[src/rtl/u2a_pkg.sv]
// Shared types, constants and the digit-to-character function for the ASCII formatter.
`default_nettype none

package u2a_pkg;

  // Field widths and digit-chain geometry.
  localparam int VALUE_W    = 32;
  localparam int DIGIT_W    = 4;
  localparam int NUM_DIGITS = 10;
  localparam int BIT_CNT_W  = $clog2(VALUE_W);
  localparam int REM_W      = $clog2(NUM_DIGITS + 1);

  // Format selector codes.
  localparam logic FUNC_DEC = 1'b0;
  localparam logic FUNC_HEX = 1'b1;

  // Characters of the hex prefix.
  localparam logic [7:0] CHAR_ZERO = 8'h30;
  localparam logic [7:0] CHAR_X    = 8'h78;

  // Input transaction payload.
  typedef struct packed {
    logic [VALUE_W-1:0] value;
    logic               func;
  } in_t;

  // Result transaction payload.
  typedef struct packed {
    logic [7:0] char_code;
    logic       last;
  } out_t;

  // Controls that every digit cell receives in a cycle.
  typedef struct packed {
    logic clear;
    logic shift_bit;
    logic adjust;
    logic shift_digit;
  } cell_ctl_t;

  // Upper-case hex character for one digit; decimal digits map to the same codes.
  function automatic logic [7:0] digit_char(input logic [DIGIT_W-1:0] d);
    logic [7:0] c;
    begin
      case (d)
        4'h0: c = 8'h30;
        4'h1: c = 8'h31;
        4'h2: c = 8'h32;
        4'h3: c = 8'h33;
        4'h4: c = 8'h34;
        4'h5: c = 8'h35;
        4'h6: c = 8'h36;
        4'h7: c = 8'h37;
        4'h8: c = 8'h38;
        4'h9: c = 8'h39;
        4'hA: c = 8'h41;
        4'hB: c = 8'h42;
        4'hC: c = 8'h43;
        4'hD: c = 8'h44;
        4'hE: c = 8'h45;
        default: c = 8'h46;
      endcase
      return c;
    end
  endfunction

endpackage

`default_nettype wire

[src/rtl/u32_to_ascii_dec_hex_core.sv]
// Top level of the 32-bit binary to ASCII decimal/hex formatter.
`default_nettype none

// Formats one 32-bit unsigned value per input transaction as ASCII, most significant
// character first, one result transaction per character with last set on the final one.
// Decimal mode (func 0) drops leading zeros and gives a single '0' for zero; hex mode
// (func 1) gives "0x" and eight upper-case digits. The value is shifted bit by bit into
// a chain of ten digit cells (double dabble in decimal, plain shift in hex); the cells
// then move one digit per cycle, unless a shown character waits on a stalled output,
// toward the top cell, which feeds the output register. Each leading zero skipped in
// decimal still takes a shift of the chain. The block works on one item at a time and
// holds in_stall high meanwhile.
module u32_to_ascii_dec_hex_core (
  input  wire logic          clk,
  input  wire logic          rst_n,
  input  wire logic          in_valid,
  output logic               in_stall,
  input  wire u2a_pkg::in_t  in_data,
  output logic               out_valid,
  input  wire logic          out_stall,
  output u2a_pkg::out_t      out_data
);

  localparam int ND = u2a_pkg::NUM_DIGITS;
  localparam int DW = u2a_pkg::DIGIT_W;

  localparam logic [1:0] ST_IDLE = 2'd0;
  localparam logic [1:0] ST_CONV = 2'd1;
  localparam logic [1:0] ST_EMIT = 2'd2;

  localparam logic [u2a_pkg::BIT_CNT_W-1:0] LAST_BIT =
    u2a_pkg::BIT_CNT_W'(u2a_pkg::VALUE_W - 1);
  localparam logic [u2a_pkg::REM_W-1:0] REM_FULL = u2a_pkg::REM_W'(ND);
  localparam logic [u2a_pkg::REM_W-1:0] REM_XCHR = u2a_pkg::REM_W'(ND - 1);
  localparam logic [u2a_pkg::REM_W-1:0] REM_ONE  = u2a_pkg::REM_W'(1);

  logic [1:0]                        state_r, state_nxt;
  logic [u2a_pkg::VALUE_W-1:0]       val_r, val_nxt;
  logic                              func_r, func_nxt;
  logic [u2a_pkg::BIT_CNT_W-1:0]     cnt_r, cnt_nxt;
  logic [u2a_pkg::REM_W-1:0]         rem_r, rem_nxt;
  logic                              seen_nz_r, seen_nz_nxt;
  logic                              out_valid_r, out_valid_nxt;
  u2a_pkg::out_t                     out_data_r, out_data_nxt;

  u2a_pkg::cell_ctl_t                ctl;
  logic [ND-1:0]                     bit_out;
  logic [ND-1:0]                     bit_in;
  logic [DW-1:0]                     digit_out [ND];
  logic [DW-1:0]                     digit_in  [ND];

  logic [DW-1:0]                     top_digit;
  logic                              emit_ok;
  logic                              slot_free;
  logic                              step;
  logic [7:0]                        char_sel;

  // Chain of digit cells; cell 0 takes the value's top bit and a zero digit.
  genvar gi;
  generate
    for (gi = 0; gi < ND; gi++) begin : g_cell
      if (gi == 0) begin : g_first
        assign bit_in[gi]   = val_r[u2a_pkg::VALUE_W-1];
        assign digit_in[gi] = '0;
      end else begin : g_rest
        assign bit_in[gi]   = bit_out[gi-1];
        assign digit_in[gi] = digit_out[gi-1];
      end
      u2a_cell u_cell (
        .clk       (clk),
        .ctl       (ctl),
        .bit_in    (bit_in[gi]),
        .digit_in  (digit_in[gi]),
        .bit_out   (bit_out[gi]),
        .digit_out (digit_out[gi])
      );
    end
  endgenerate

  assign top_digit = digit_out[ND-1];
  assign slot_free = !out_valid_r || !out_stall;

  // A character is shown unless it is a leading zero of a decimal run.
  assign emit_ok = (func_r == u2a_pkg::FUNC_HEX) || (top_digit != '0) || seen_nz_r ||
                   (rem_r == REM_ONE) || bit_out[ND-1];
  assign step    = (state_r == ST_EMIT) && (!emit_ok || slot_free);

  // Hex runs open with the prefix; the top cells hold zeros there.
  always_comb begin
    if ((func_r == u2a_pkg::FUNC_HEX) && (rem_r == REM_FULL)) begin
      char_sel = u2a_pkg::CHAR_ZERO;
    end else if ((func_r == u2a_pkg::FUNC_HEX) && (rem_r == REM_XCHR)) begin
      char_sel = u2a_pkg::CHAR_X;
    end else begin
      char_sel = u2a_pkg::digit_char(top_digit);
    end
  end

  // Sequencer: accept, convert bit by bit, then walk the digits out.
  always_comb begin
    state_nxt       = state_r;
    val_nxt         = val_r;
    func_nxt        = func_r;
    cnt_nxt         = cnt_r;
    rem_nxt         = rem_r;
    seen_nz_nxt     = seen_nz_r;
    out_valid_nxt   = out_valid_r && out_stall;
    out_data_nxt    = out_data_r;
    ctl             = '0;
    case (state_r)
      ST_IDLE: begin
        if (in_valid) begin
          ctl.clear = 1'b1;
          val_nxt   = in_data.value;
          func_nxt  = in_data.func;
          cnt_nxt   = '0;
          state_nxt = ST_CONV;
        end
      end
      ST_CONV: begin
        ctl.shift_bit = 1'b1;
        ctl.adjust    = (func_r == u2a_pkg::FUNC_DEC);
        val_nxt       = {val_r[u2a_pkg::VALUE_W-2:0], 1'b0};
        cnt_nxt       = cnt_r + 1'b1;
        if (cnt_r == LAST_BIT) begin
          rem_nxt     = REM_FULL;
          seen_nz_nxt = 1'b0;
          state_nxt   = ST_EMIT;
        end
      end
      ST_EMIT: begin
        if (step) begin
          ctl.shift_digit = 1'b1;
          rem_nxt         = rem_r - 1'b1;
          if (top_digit != '0) begin
            seen_nz_nxt = 1'b1;
          end
          if (emit_ok) begin
            out_valid_nxt          = 1'b1;
            out_data_nxt.char_code = char_sel;
            out_data_nxt.last      = (rem_r == REM_ONE);
          end
          if (rem_r == REM_ONE) begin
            state_nxt = ST_IDLE;
          end
        end
      end
      default: begin
        state_nxt = ST_IDLE;
      end
    endcase
  end

  // Control registers.
  always_ff @(posedge clk) begin
    if (!rst_n) begin
      state_r     <= ST_IDLE;
      out_valid_r <= 1'b0;
    end else begin
      state_r     <= state_nxt;
      out_valid_r <= out_valid_nxt;
    end
  end

  // Datapath registers.
  always_ff @(posedge clk) begin
    val_r      <= val_nxt;
    func_r     <= func_nxt;
    cnt_r      <= cnt_nxt;
    rem_r      <= rem_nxt;
    seen_nz_r  <= seen_nz_nxt;
    out_data_r <= out_data_nxt;
  end

  assign in_stall  = (state_r != ST_IDLE);
  assign out_valid = out_valid_r;
  assign out_data  = out_data_r;

endmodule

`default_nettype wire

[src/rtl/u2a_cell.sv]
// One digit cell of the shift chain: double-dabble step, raw nibble shift or digit move.
`default_nettype none

module u2a_cell (
  input  wire logic                           clk,
  input  wire u2a_pkg::cell_ctl_t             ctl,
  input  wire logic                           bit_in,
  input  wire logic [u2a_pkg::DIGIT_W-1:0]    digit_in,
  output logic                                bit_out,
  output logic [u2a_pkg::DIGIT_W-1:0]         digit_out
);

  logic [u2a_pkg::DIGIT_W-1:0] digit_r;
  logic [u2a_pkg::DIGIT_W-1:0] digit_nxt;
  logic [u2a_pkg::DIGIT_W-1:0] adj;

  // Add three to a digit of five or more before the shift in decimal mode.
  always_comb begin
    if (ctl.adjust && (digit_r >= 4'd5)) begin
      adj = digit_r + 4'd3;
    end else begin
      adj = digit_r;
    end
  end

  // The bit shifted out goes to the next higher cell in the same cycle.
  assign bit_out   = adj[u2a_pkg::DIGIT_W-1];
  assign digit_out = digit_r;

  // Next digit: cleared, shifted by one bit, or taken from the lower neighbor.
  always_comb begin
    digit_nxt = digit_r;
    if (ctl.clear) begin
      digit_nxt = '0;
    end else if (ctl.shift_bit) begin
      digit_nxt = {adj[u2a_pkg::DIGIT_W-2:0], bit_in};
    end else if (ctl.shift_digit) begin
      digit_nxt = digit_in;
    end
  end

  always_ff @(posedge clk) begin
    digit_r <= digit_nxt;
  end

endmodule

`default_nettype wire
[config.mk]
export PLATFORM = sky130hd
export DESIGN_NAME = u32_to_ascii_dec_hex_core
export DESIGN_NICKNAME = d
export VERILOG_FILES = /design/src/rtl/u2a_pkg.sv /design/src/rtl/u32_to_ascii_dec_hex_core.sv /design/src/rtl/u2a_cell.sv
export SDC_FILE = /design/constraint.sdc
export NUM_CORES = 1
export LEC_CHECK = 0
export BUFFER_PORTS_ARGS = -buffer_cell sky130_fd_sc_hd__buf_4
export CORE_UTILIZATION = 60
export CTS_CLUSTER_DIAMETER = 200
export CTS_CLUSTER_SIZE = 8
export DETAILED_ROUTE_END_ITERATION = 7
export PLACE_DENSITY_LB_ADDON = 0.25
export SLEW_MARGIN = 10
export SYNTH_ARGS = -nofsm -noshare
export SYNTH_HDL_FRONTEND = slang
export SYNTH_SLANG_ARGS = --single-unit
[constraint.sdc]
create_clock -name clk -period 3.1 [get_ports clk]
set_clock_uncertainty 0.1 [all_clocks]
set_input_delay 0.62 -clock clk [delete_from_list [all_inputs] [get_ports clk]]
set_output_delay 0.62 -clock clk [all_outputs]
set_load 0.1 [all_outputs]
# Word level (Yosys, flattened, before mapping)
# Memory sizes are Yosys's and may differ from the RTL's. A register that Yosys moved wholly into a read port is not among the register bits.
# Cells that the tools add are included.
[word_totals] rom_bits=112 regBits=95 memories=1 latchBits=0 ram_bits=0 inputBits=37 output_inout_bits=11 wordCells=148
[mem_list] name="(no name shown)" depth=16 width=7 rd=1 rd_ports_with_merged_regs=1 write_ports=0 line_no="u2a_pkg.sv:45" text="case (d)"
[op_classes] n_addsub=12 eq_ne=11 reduce_logical=36 multipliers=0 div_mod_pow=0 n_mux=57 bitwise_logic=1 shift=0 n_lt_le_gt_ge=10
[ops] op="$mux 4" n=34
[ops] op="$pmux 32 s2" n=1
[ops] op="$add 4x2->4 const B" n=10
[ops] op="$ge 4x3->1 const B" n=10
[ops] op="$mux 32" n=1
[ops] op="$logic_and 1x1->1" n=14
[ops] op="$mux 1" n=10
[ops] op="$mux 2" n=5
[ops] op="$pmux 5 s2" n=1
[ops] op="$eq 4x4->1 const B" n=2
[ops] op="$pmux 4 s2" n=1
[ops] op="$reduce_and 4->1" n=2
[ops] op="$reduce_bool 2->1" n=4
[ops] op="$mux 7" n=1
[ops] op="$logic_or 1x1->1" n=6
[ops] op="$ne 2x2->1 const B" n=3
[ops] op="$pmux 2 s3" n=1
[ops] op="$reduce_and 3->1" n=2
[ops] op="$add 5x1->5 const B" n=1
[ops] op="$eq 5x5->1 const B" n=1
[ops] op="$mux 5" n=1
[ops] op="$eq 4x1->1 const B" n=1
[ops] op="$ne 2x1->1 const B" n=2
[ops] op="$reduce_and 2->1" n=2
[ops] op="other kinds (9)" n=11

# Depth between registers and ports, before layout
# Gate-level depths: netlist of the first run.
[depth] word_depth=14 ltp_mapped=13 ltp_nobuf=12

# By module
# From an unflattened synthesis of the first run, not the netlist that was laid out.
[hier_totals] hier_cells=575 hier_area_um2=5434.0
[modules_own_cells] mod="u2a_cell" seq_area_each_um2=80.1 n_inst=10 area_each_um2=294.0 cells_each=34
[modules_own_cells] mod="u32_to_ascii_dec_hex_core" seq_area_each_um2=1561.5 n_inst=1 area_each_um2=2493.6 cells_each=235

# Worst setup path after synthesis of the first run
# OpenSTA, ideal clock, no wires.
[synth_path] path_type="register -> register" startpoint="reg out_valid_r (netlist: out_valid)" endpoint="reg with a tool-made name" arrival_ps=2644 setup_ps=126 slack_ps=230 synth_period_minus_slack_ps=2870 path_buffers=1 required_ps=2874 path_stages_with_launch=11 path_cell_list="dfxtp_1 > and2_1 > o41ai_4 > and2_1 > buf_2 > a221o_1 > and2_1 > inv_1 > ha_1 > o21ai_0 > a31oi_1"
[synth_lines] element="from (decl)" line_no="u32_to_ascii_dec_hex_core.sv:43" text="logic out_valid_r, out_valid_nxt;"
[synth_lines] element="from (signal assigned)" line_no="u32_to_ascii_dec_hex_core.sv:161" text="out_valid_r <= out_valid_nxt;"

==> impl_results.rst, run 1 <==
.. list-table::
   :header-rows: 1

   * - Metric
     - Value
   * - Run status
     - finished, final reports clean
   * - Vias in the first global route
     - 3965
   * - Number of gates resized after cts
     - 0
   * - Area Growth Syn to Fin
     - 13.1%
   * - Global route overflow
     - 0
   * - DRC viols
     - 0
   * - Fin. max-slew vios
     - 0
   * - Part of the power in combinational logic
     - 14.1%
   * - Transition time at the pin with the least slew margin
     - 0.998 ns
   * - Largest stage delay on the critical path
     - 0.43 ns
   * - Via-to-Cell Ratio
     - 5.78
   * - Syn Nets
     - 645
   * - Clock transition time at the flip-flop clock pins of the worst setup and hold paths
     - 0.09 ns
   * - Maximum clock frequency
     - 0.359 GHz
   * - Placed Cells incl. Taps
     - 712
   * - Cells on Worst Hold Path
     - 1
   * - Hold Buf Count CTS
     - 0
   * - Switching power of the nets
     - 789 uW
   * - Part of the total power dissipated in the clock network
     - 32.6%
   * - Die extent in y
     - 95.0 um
   * - Post-layout nets
     - 683
   * - Die boundary width
     - 95.0 um
   * - Asr flop ratio synth
     - 0%
   * - Register bit total from synthesis
     - 99
   * - Clock tree from TritonCTS
     - done
   * - Detailed-router iteration count before antenna repair
     - 5
   * - Overall fraction of global-route tracks in use
     - 25.2%
   * - Placeable core region
     - 8300 sq um
   * - TritonCTS sink count
     - 99
   * - Launching element type of the critical path
     - flop
   * - Combined area of all synthesized cells
     - 5180 sq um
   * - Mean instance size in the synthesized netlist
     - 8.94 sq um
   * - Clock network latency to the later pin of the worst-skew pair
     - 0.37 ns
   * - Switching share of power
     - 26.6%
   * - Internal power
     - 2.17 mW
   * - Layout cells sized above 1
     - 14.8%
   * - Critical-path maximum fanout
     - 5
   * - WP depth
     - 12
   * - # IOs
     - 48
   * - DP Wirelength
     - 7150 um
   * - Post-synth EDFFs
     - 50
   * - Fill cells
     - 634
   * - Setup Total Neg Slack
     - 0 ns
   * - Tcrit/Tclk final
     - 90.0%
   * - Final antenna-violating net count
     - 0
   * - Master of the slowest instance on the critical path
     - sky130_fd_sc_hd__edfxtp_1
   * - Ant diodes
     - 0
   * - Number of warnings printed during yosys synthesis
     - 0
   * - Critical-path cell list
     - inv_1 -> ha_1 -> nor3b_4 -> o41ai_4 -> and2_1 -> a221o_1 -> and2_1 -> inv_1 -> ha_1 -> inv_1 -> mux2i_1 -> o22ai_1
   * - Clock period minus final worst setup slack
     - 2.79 ns
   * - CP Buf/Inv Count
     - 3
   * - Part of the total power dissipated in sequential elements
     - 53.3%
   * - Setup Crit Path Kind
     - flop to flop
   * - Data required time at the worst endpoint
     - 3.29 ns
   * - Worst min-delay path class
     - input pin to flop
   * - Buffers on Ports
     - 46
   * - Vias post-DR
     - 4208
   * - Number of design-rule violations left by the first detailed-router iteration
     - 273
   * - Final cell count without fillers
     - 728
   * - Clock buffers created by TritonCTS
     - 9
   * - Depth of the worst register-to-register path
     - 12
   * - Setup repair after global routing missed its margin
     - no
   * - Max Cap Viol
     - 0
   * - Antenna violations before repair
     - 0
   * - Maximum number of pins on one net before global-route repair
     - 52
   * - Postcts setup bufs
     - 0
   * - RD Place Congestion
     - 0.812
   * - Row cnt
     - 33
   * - Number of H-tree branching levels
     - 3
   * - Hold Vio Cnt, Final
     - 0
   * - P per Cell Area
     - 505 nW/um^2
   * - Commonest cells after routing, fill and taps aside
     - sky130_fd_sc_hd__nand2_1, sky130_fd_sc_hd__buf_4, sky130_fd_sc_hd__edfxtp_1
   * - Category of cells accounting for the largest share of critical-path delay
     - simple AND/OR/NAND/NOR gates
   * - Clk root buf
     - sky130_fd_sc_hd__clkbuf_8
   * - Nature of the critical path endpoint
     - flop
   * - Most frequent standard cell in the layout excluding fill and tap cells
     - sky130_fd_sc_hd__nand2_1
   * - Max Buffers Root-to-Sink
     - 2
   * - Gate count after technology mapping
     - 580
   * - Arrival time of the worst setup path
     - 2.98 ns
   * - Average detailed-routed wire length per instance
     - 14.6 um
   * - Die outline area
     - 9020 sq um
   * - Share of the yosys chip area belonging to registers
     - 47.9%
   * - Wire length after detailed routing
     - 10600 um
   * - Count of distinct cell types in the synthesized netlist
     - 48
   * - Starting density of the core
     - 62.5%
   * - Leakage power
     - 2.36 nW
   * - Library cell appearing most often on the critical path
     - sky130_fd_sc_hd__inv_1
   * - VDD IR max
     - 274 uV
   * - Wire length of the first global-routing pass
     - 17800 um
   * - Dominant register cell in the synthesized netlist
     - sky130_fd_sc_hd__edfxtp_1
   * - Headroom to the max-slew limit
     - 33.0%
   * - Final setup violating endpoints
     - 0
==> cell families (layout without fill, tap and decap cells) <==
logic type	Yosys count	count (layout)	synth area share, %
compound gates	140	140	17.1
xor+xnor	17	17	2.87
fa+ha+maj	28	28	6.76
buf+inv	61	104	4.63
flops	99	99	47.9
mux	3	3	0.579
other cells	1	1	0.0723
simple gates	231	231	20.1
==> power groups by stage <==
stage          combinational [mW]  clock, mW  sequential [mW]
3_3_place_gp                0.398          0             1.60
6_report                    0.418      0.966             1.58
4_1_cts                     0.419      0.977             1.58
2_1_floorplan               0.303          0             1.58
5_1_grt                     0.472       1.03             1.59
3_5_place_dp                0.417          0             1.60
==> Yosys cell counts, types with 2 or more instances <==
library cell	instances	area (sq um)
sky130_fd_sc_hd__nor2_1	24	90.1
sky130_fd_sc_hd__a221oi_1	5	43.8
sky130_fd_sc_hd__buf_1	8	30.0
sky130_fd_sc_hd__a22oi_1	16	120
sky130_fd_sc_hd__ha_1	28	350
sky130_fd_sc_hd__a21oi_1	48	240
sky130_fd_sc_hd__nand2b_1	12	75.1
sky130_fd_sc_hd__nor2b_1	5	31.3
sky130_fd_sc_hd__nor3_1	17	85.1
sky130_fd_sc_hd__or4b_2	2	20.0
sky130_fd_sc_hd__buf_4	2	15.0
sky130_fd_sc_hd__xnor2_1	8	70.1
sky130_fd_sc_hd__clkbuf_1	17	63.8
sky130_fd_sc_hd__a221o_1	2	20.0
sky130_fd_sc_hd__nor4_1	2	12.5
sky130_fd_sc_hd__a32oi_1	4	35.0
sky130_fd_sc_hd__xor2_1	9	78.8
sky130_fd_sc_hd__mux2i_1	3	30.0
sky130_fd_sc_hd__nand2_1	138	518
sky130_fd_sc_hd__dfxtp_1	49	981
sky130_fd_sc_hd__a211oi_1	2	15.0
sky130_fd_sc_hd__or2_2	9	56.3
sky130_fd_sc_hd__a311oi_1	4	35.0
sky130_fd_sc_hd__and2_1	7	43.8
sky130_fd_sc_hd__or4_1	4	30.0
sky130_fd_sc_hd__buf_2	3	15.0
sky130_fd_sc_hd__a21o_1	3	22.5
sky130_fd_sc_hd__o21ai_0	35	175
sky130_fd_sc_hd__inv_1	30	113
sky130_fd_sc_hd__a31oi_1	5	31.3
sky130_fd_sc_hd__o21a_1	7	52.6
sky130_fd_sc_hd__or3_1	4	25.0
sky130_fd_sc_hd__edfxtp_1	50	1500
sky130_fd_sc_hd__nand3_1	4	20.0
==> stage by stage <==
stage	power (mW)	instance area, sq um	util, %	hold WS, ns	setup WS, ns
2_1_floorplan	1.89	5180	-	0.367	0.230
3_3_place_gp	2.00	5630	67.8	0.371	0.486
3_5_place_dp	2.02	5630	67.8	0.396	0.357
4_1_cts	2.97	5860	70.7	0.334	0.320
5_1_grt	3.09	5860	70.7	0.325	0.141
6_report	2.96	5860	70.7	0.340	0.311
==> metal layers <==
layer / part of all wire (%) / vias to the layer above / track usage [%] / wire [um]
met5: 0 / - / 0 / 0
met4: 1.5 / 0 / 8.96 / 163
met3: 4.1 / 16 / 5.39 / 433
met2: 51 / 112 / 43.3 / 5430
met1: 43 / 2002 / 31.0 / 4610
li1: - / 2078 / - / -
==> final timing paths <==
check | start | endpoint | slack, ns
setup / recovery | rem_r[1]$_SDFFCE_PN1P_ | flop | 0.31
hold / removal | in_data[0] | func_r$_DFFE_PP_ | 0.34
setup reg to reg | rem_r[1]$_SDFFCE_PN1P_ | flop | 0.31
hold reg to reg | g_cell[4].u_cell.digit_out[1]$_SDFFE_PP0N_ | g_cell[4].u_cell.digit_out[1]$_SDFFE_PP0N_ | 0.41
==> sequential cells by signal, indices dropped and copies added, names as in the netlist, named ones only <==
name,count
g_cell.u_cell.digit_out,40
val_r,32
out_data,7
cnt_r,5
rem_r,4
state_r,2
func_r,1
out_valid,1
seen_nz_r,1
==> worst register-to-register path, cell delays in order, from the launching register on <==
cell                       delay, ns
sky130_fd_sc_hd__edfxtp_1       0.43
sky130_fd_sc_hd__inv_1          0.11
sky130_fd_sc_hd__ha_1           0.23
sky130_fd_sc_hd__nor3b_4        0.35
sky130_fd_sc_hd__o41ai_4        0.14
sky130_fd_sc_hd__and2_1         0.23
sky130_fd_sc_hd__a221o_1        0.41
sky130_fd_sc_hd__and2_1         0.19
sky130_fd_sc_hd__inv_1          0.06
sky130_fd_sc_hd__ha_1           0.23
sky130_fd_sc_hd__inv_1          0.06
sky130_fd_sc_hd__mux2i_1        0.05
sky130_fd_sc_hd__o22ai_1        0.13
==> cell type report <==
cell class / count / area, sq um / area share (%)
clock buffer: 11 / 151 / 2.58
multi-input combinational: 420 / 2470 / 42.2
clock inverter: 5 / 82.6 / 1.41
sequential: 99 / 2480 / 42.3
tap: 105 / 131 / 2.24
inverter: 31 / 116 / 1.98
timing repair buffer: 57 / 428 / 7.30
Note: power is estimated with default switching activity, not from simulation.
==> run 2: changes to the inputs <==
Settings changed: GPL_TIMING_DRIVEN from default to 0.
==> impl_results.rst, run 2 (synthesis gave the netlist of run 1 again) <==
.. list-table::
   :header-rows: 1

   * - Metric
     - Value
   * - P per Cell Area
     - 493 nW/um^2 (was 505 nW/um^2)
   * - VDD IR max
     - 285 uV (was 274 uV)
   * - TritonCTS sink count
     - 99 (unchanged)
   * - Cells on Worst Hold Path
     - 1 (unchanged)
   * - Commonest cells after routing, fill and taps aside
     - sky130_fd_sc_hd__nand2_1, sky130_fd_sc_hd__edfxtp_1, sky130_fd_sc_hd__dfxtp_1 (was sky130_fd_sc_hd__nand2_1, sky130_fd_sc_hd__buf_4, sky130_fd_sc_hd__edfxtp_1)
   * - Run status
     - finished, final reports clean (unchanged)
   * - Placeable core region
     - 8300 sq um (unchanged)
   * - Final antenna-violating net count
     - 0 (unchanged)
   * - Met2 demand-to-capacity share in global routing
     - 46.3% (was 43.3%)
   * - Launching element type of the critical path
     - flop (unchanged)
   * - Post-layout nets
     - 702 (was 683)
   * - Final Power
     - 2.90 mW (was 2.96 mW)
   * - Hold Vio Cnt, Final
     - 0 (unchanged)
   * - Clock tree from TritonCTS
     - done (unchanged)
   * - Setup Crit Path Kind
     - flop to flop (unchanged)
   * - Worst reg-to-reg setup slack
     - 0.18 ns (was 0.31 ns)
   * - Starting density of the core
     - 62.5% (unchanged)
   * - Die extent in y
     - 95.0 um (unchanged)
   * - Setup Total Neg Slack
     - 0 ns (unchanged)
   * - Met3 usage in global routing
     - 5.48% (was 5.39%)
   * - Switching share of power
     - 29.1% (was 26.6%)
   * - Fin. max-slew vios
     - 0 (unchanged)
   * - Most frequent standard cell in the layout excluding fill and tap cells
     - sky130_fd_sc_hd__nand2_1 (unchanged)
   * - Hold Buf Count CTS
     - 0 (unchanged)
   * - Detailed-router iteration count before antenna repair
     - 5 (unchanged)
   * - Area Growth Syn to Fin
     - 13.3% (was 13.1%)
   * - Met1 track utilization from global routing
     - 35.0% (was 31.0%)
   * - Clock buffers created by TritonCTS
     - 9 (unchanged)
   * - Maximum clock frequency
     - 0.342 GHz (was 0.359 GHz)
   * - Wire length of the first global-routing pass
     - 19400 um (was 17800 um)
   * - Wire length after detailed routing
     - 12100 um (was 10600 um)
   * - Data required time at the worst endpoint
     - 3.29 ns (about the same)
   * - Layout cells sized above 1
     - 13.4% (was 14.8%)
   * - Vias in the first global route
     - 4129 (was 3965)
   * - Postcts setup bufs
     - 0 (unchanged)
   * - Placed Cells incl. Taps
     - 731 (was 712)
   * - Internal power
     - 2.06 mW (was 2.17 mW)
   * - Leakage power
     - 2.35 nW (was 2.36 nW)
   * - Buffers on Ports
     - 46 (unchanged)
   * - Critical-path maximum fanout
     - 9 (was 5)
   * - Clock period minus final worst setup slack
     - 2.92 ns (was 2.79 ns)
   * - Largest register FFs
     - 40 (unchanged)
   * - Clock network latency to the later pin of the worst-skew pair
     - 0.37 ns (about the same)
   * - DRC viols
     - 0 (unchanged)
   * - Nature of the critical path endpoint
     - flop (unchanged)
   * - Row cnt
     - 33 (unchanged)
   * - Max Buffers Root-to-Sink
     - 2 (unchanged)
   * - Max Cap Viol
     - 0 (unchanged)
   * - Final setup violating endpoints
     - 0 (unchanged)
   * - Fraction of the core area covered by cells at the end of the flow
     - 70.8% (was 70.7%)
   * - RD Place Congestion
     - 0.860 (was 0.812)
   * - Clk root buf
     - sky130_fd_sc_hd__clkbuf_8 (unchanged)
   * - Critical-path cell list
     - inv_1 -> ha_1 -> or3b_4 -> o41ai_4 -> and2_1 -> buf_2 -> a221o_1 -> and2_1 -> inv_1 -> ha_1 -> o21ai_0 -> a31oi_1 (was inv_1 -> ha_1 -> nor3b_4 -> o41ai_4 -> and2_1 -> a221o_1 -> and2_1 -> inv_1 -> ha_1 -> inv_1 -> mux2i_1 -> o22ai_1)
   * - Clock transition time at the flip-flop clock pins of the worst setup and hold paths
     - 0.10 ns (was 0.09 ns)
   * - Part of the power in combinational logic
     - 15.2% (was 14.1%)
   * - Depth of the worst register-to-register path
     - 12 (unchanged)
   * - Number of H-tree branching levels
     - 3 (unchanged)
   * - WP depth
     - 12 (unchanged)
   * - Arrival time of the worst setup path
     - 3.11 ns (was 2.98 ns)
   * - Die boundary width
     - 95.0 um (unchanged)
   * - Vias post-DR
     - 4369 (was 4208)
   * - Fill cells
     - 632 (was 634)
   * - Part of the total power dissipated in the clock network
     - 30.3% (was 32.6%)
   * - Part of the total power dissipated in sequential elements
     - 54.5% (was 53.3%)
   * - Final cell count without fillers
     - 747 (was 728)
   * - CP Buf/Inv Count
     - 3 (unchanged)
   * - DP Wirelength
     - 8130 um (was 7150 um)
   * - Maximum number of pins on one net before global-route repair
     - 38 (was 52)
   * - Worst-case setup slack after placement
     - -0.125 ns (was 0.357 ns)
   * - Final hold slack
     - 0.319 ns (was 0.340 ns)
   * - Antenna violations before repair
     - 0 (unchanged)
   * - Category of cells accounting for the largest share of critical-path delay
     - compound AO/OA/AOI/OAI gates (was simple AND/OR/NAND/NOR gates)
   * - Headroom to the max-slew limit
     - 34.0% (was 33.0%)
   * - Global route overflow
     - 0 (unchanged)
   * - Average detailed-routed wire length per instance
     - 16.1 um (was 14.6 um)
   * - Post-DP Area
     - 5660 sq um (was 5630 sq um)
   * - Master of the slowest instance on the critical path
     - sky130_fd_sc_hd__or3b_4 (was sky130_fd_sc_hd__edfxtp_1)
   * - Number of design-rule violations left by the first detailed-router iteration
     - 363 (was 273)
   * - Slack of the critical path
     - 0.177 ns (was 0.311 ns)
   * - Ant diodes
     - 0 (unchanged)
   * - Cell area after layout
     - 5880 sq um (was 5860 sq um)
   * - # IOs
     - 48 (unchanged)
   * - Overall fraction of global-route tracks in use
     - 27.9% (was 25.2%)
   * - Transition time at the pin with the least slew margin
     - 0.982 ns (was 0.998 ns)
   * - Via-to-Cell Ratio
     - 5.85 (was 5.78)
   * - Switching power of the nets
     - 843 uW (was 789 uW)
   * - Largest stage delay on the critical path
     - 0.40 ns (was 0.43 ns)
   * - Setup repair after global routing missed its margin
     - no (unchanged)
   * - Most Crowded Layer GR
     - met2 (unchanged)
   * - Die outline area
     - 9020 sq um (unchanged)
   * - Worst min-delay path class
     - input pin to flop (unchanged)
   * - Tcrit/Tclk final
     - 94.3% (was 90.0%)
[run 2: final timing paths]
| kind | start | end |
|---|---|---|
| max | g_cell[9].u_cell.digit_out[0]$_SDFFE_PP0N_ | flop |
| min | in_data[0] | func_r$_DFFE_PP_ |
| max reg2reg | g_cell[9].u_cell.digit_out[0]$_SDFFE_PP0N_ | flop |
| min reg2reg | flop | out_data[5]$_SDFFCE_PP1P_ |
[run 2: per-layer routing]
| metal | vias up | routed length (um) |
|---|---|---|
| li1 | 2123 | - |
| met1 | 2031 | 4990 |
| met2 | 183 | 5920 |
| met3 | 32 | 865 |
| met4 | 0 | 271 |
| met5 | - | 0 |
[run 2: worst register-to-register path, delay by kind of cell, from the launching register on]
kind / cells / cell delay [ns]
simple gates: 3 / 0.75
fa+ha+maj: 2 / 0.42
buf+inv: 3 / 0.40
flops: 1 / 0.34
compound gates: 4 / 0.82
[run 2: timing repair]
action	CTS	global route
gates resized for setup	1	2
gates cloned	0	0
endpoints found under the setup margin	37	37
[run 2: power by group through the flow]
stage               clock network, mW  logic [mW]  registers, mW
floorplan                           0       0.303           1.58
global placement                    0       0.410           1.60
detailed placement                  0       0.430           1.61
CTS                             0.883       0.436           1.58
global route                    0.939       0.490           1.59
finish                          0.878       0.440           1.58
[run 2: area by class of cell]
class,count,area (sq um),share of cell area [%]
buffer,30,125,2.13
clock buffer,9,124,2.11
clock inverter,7,81.3,1.38
inverter,31,116,1.98
multi-input combinational,420,2470,42.0
sequential,99,2480,42.2
tap,105,131,2.24
timing repair buffer,46,345,5.88
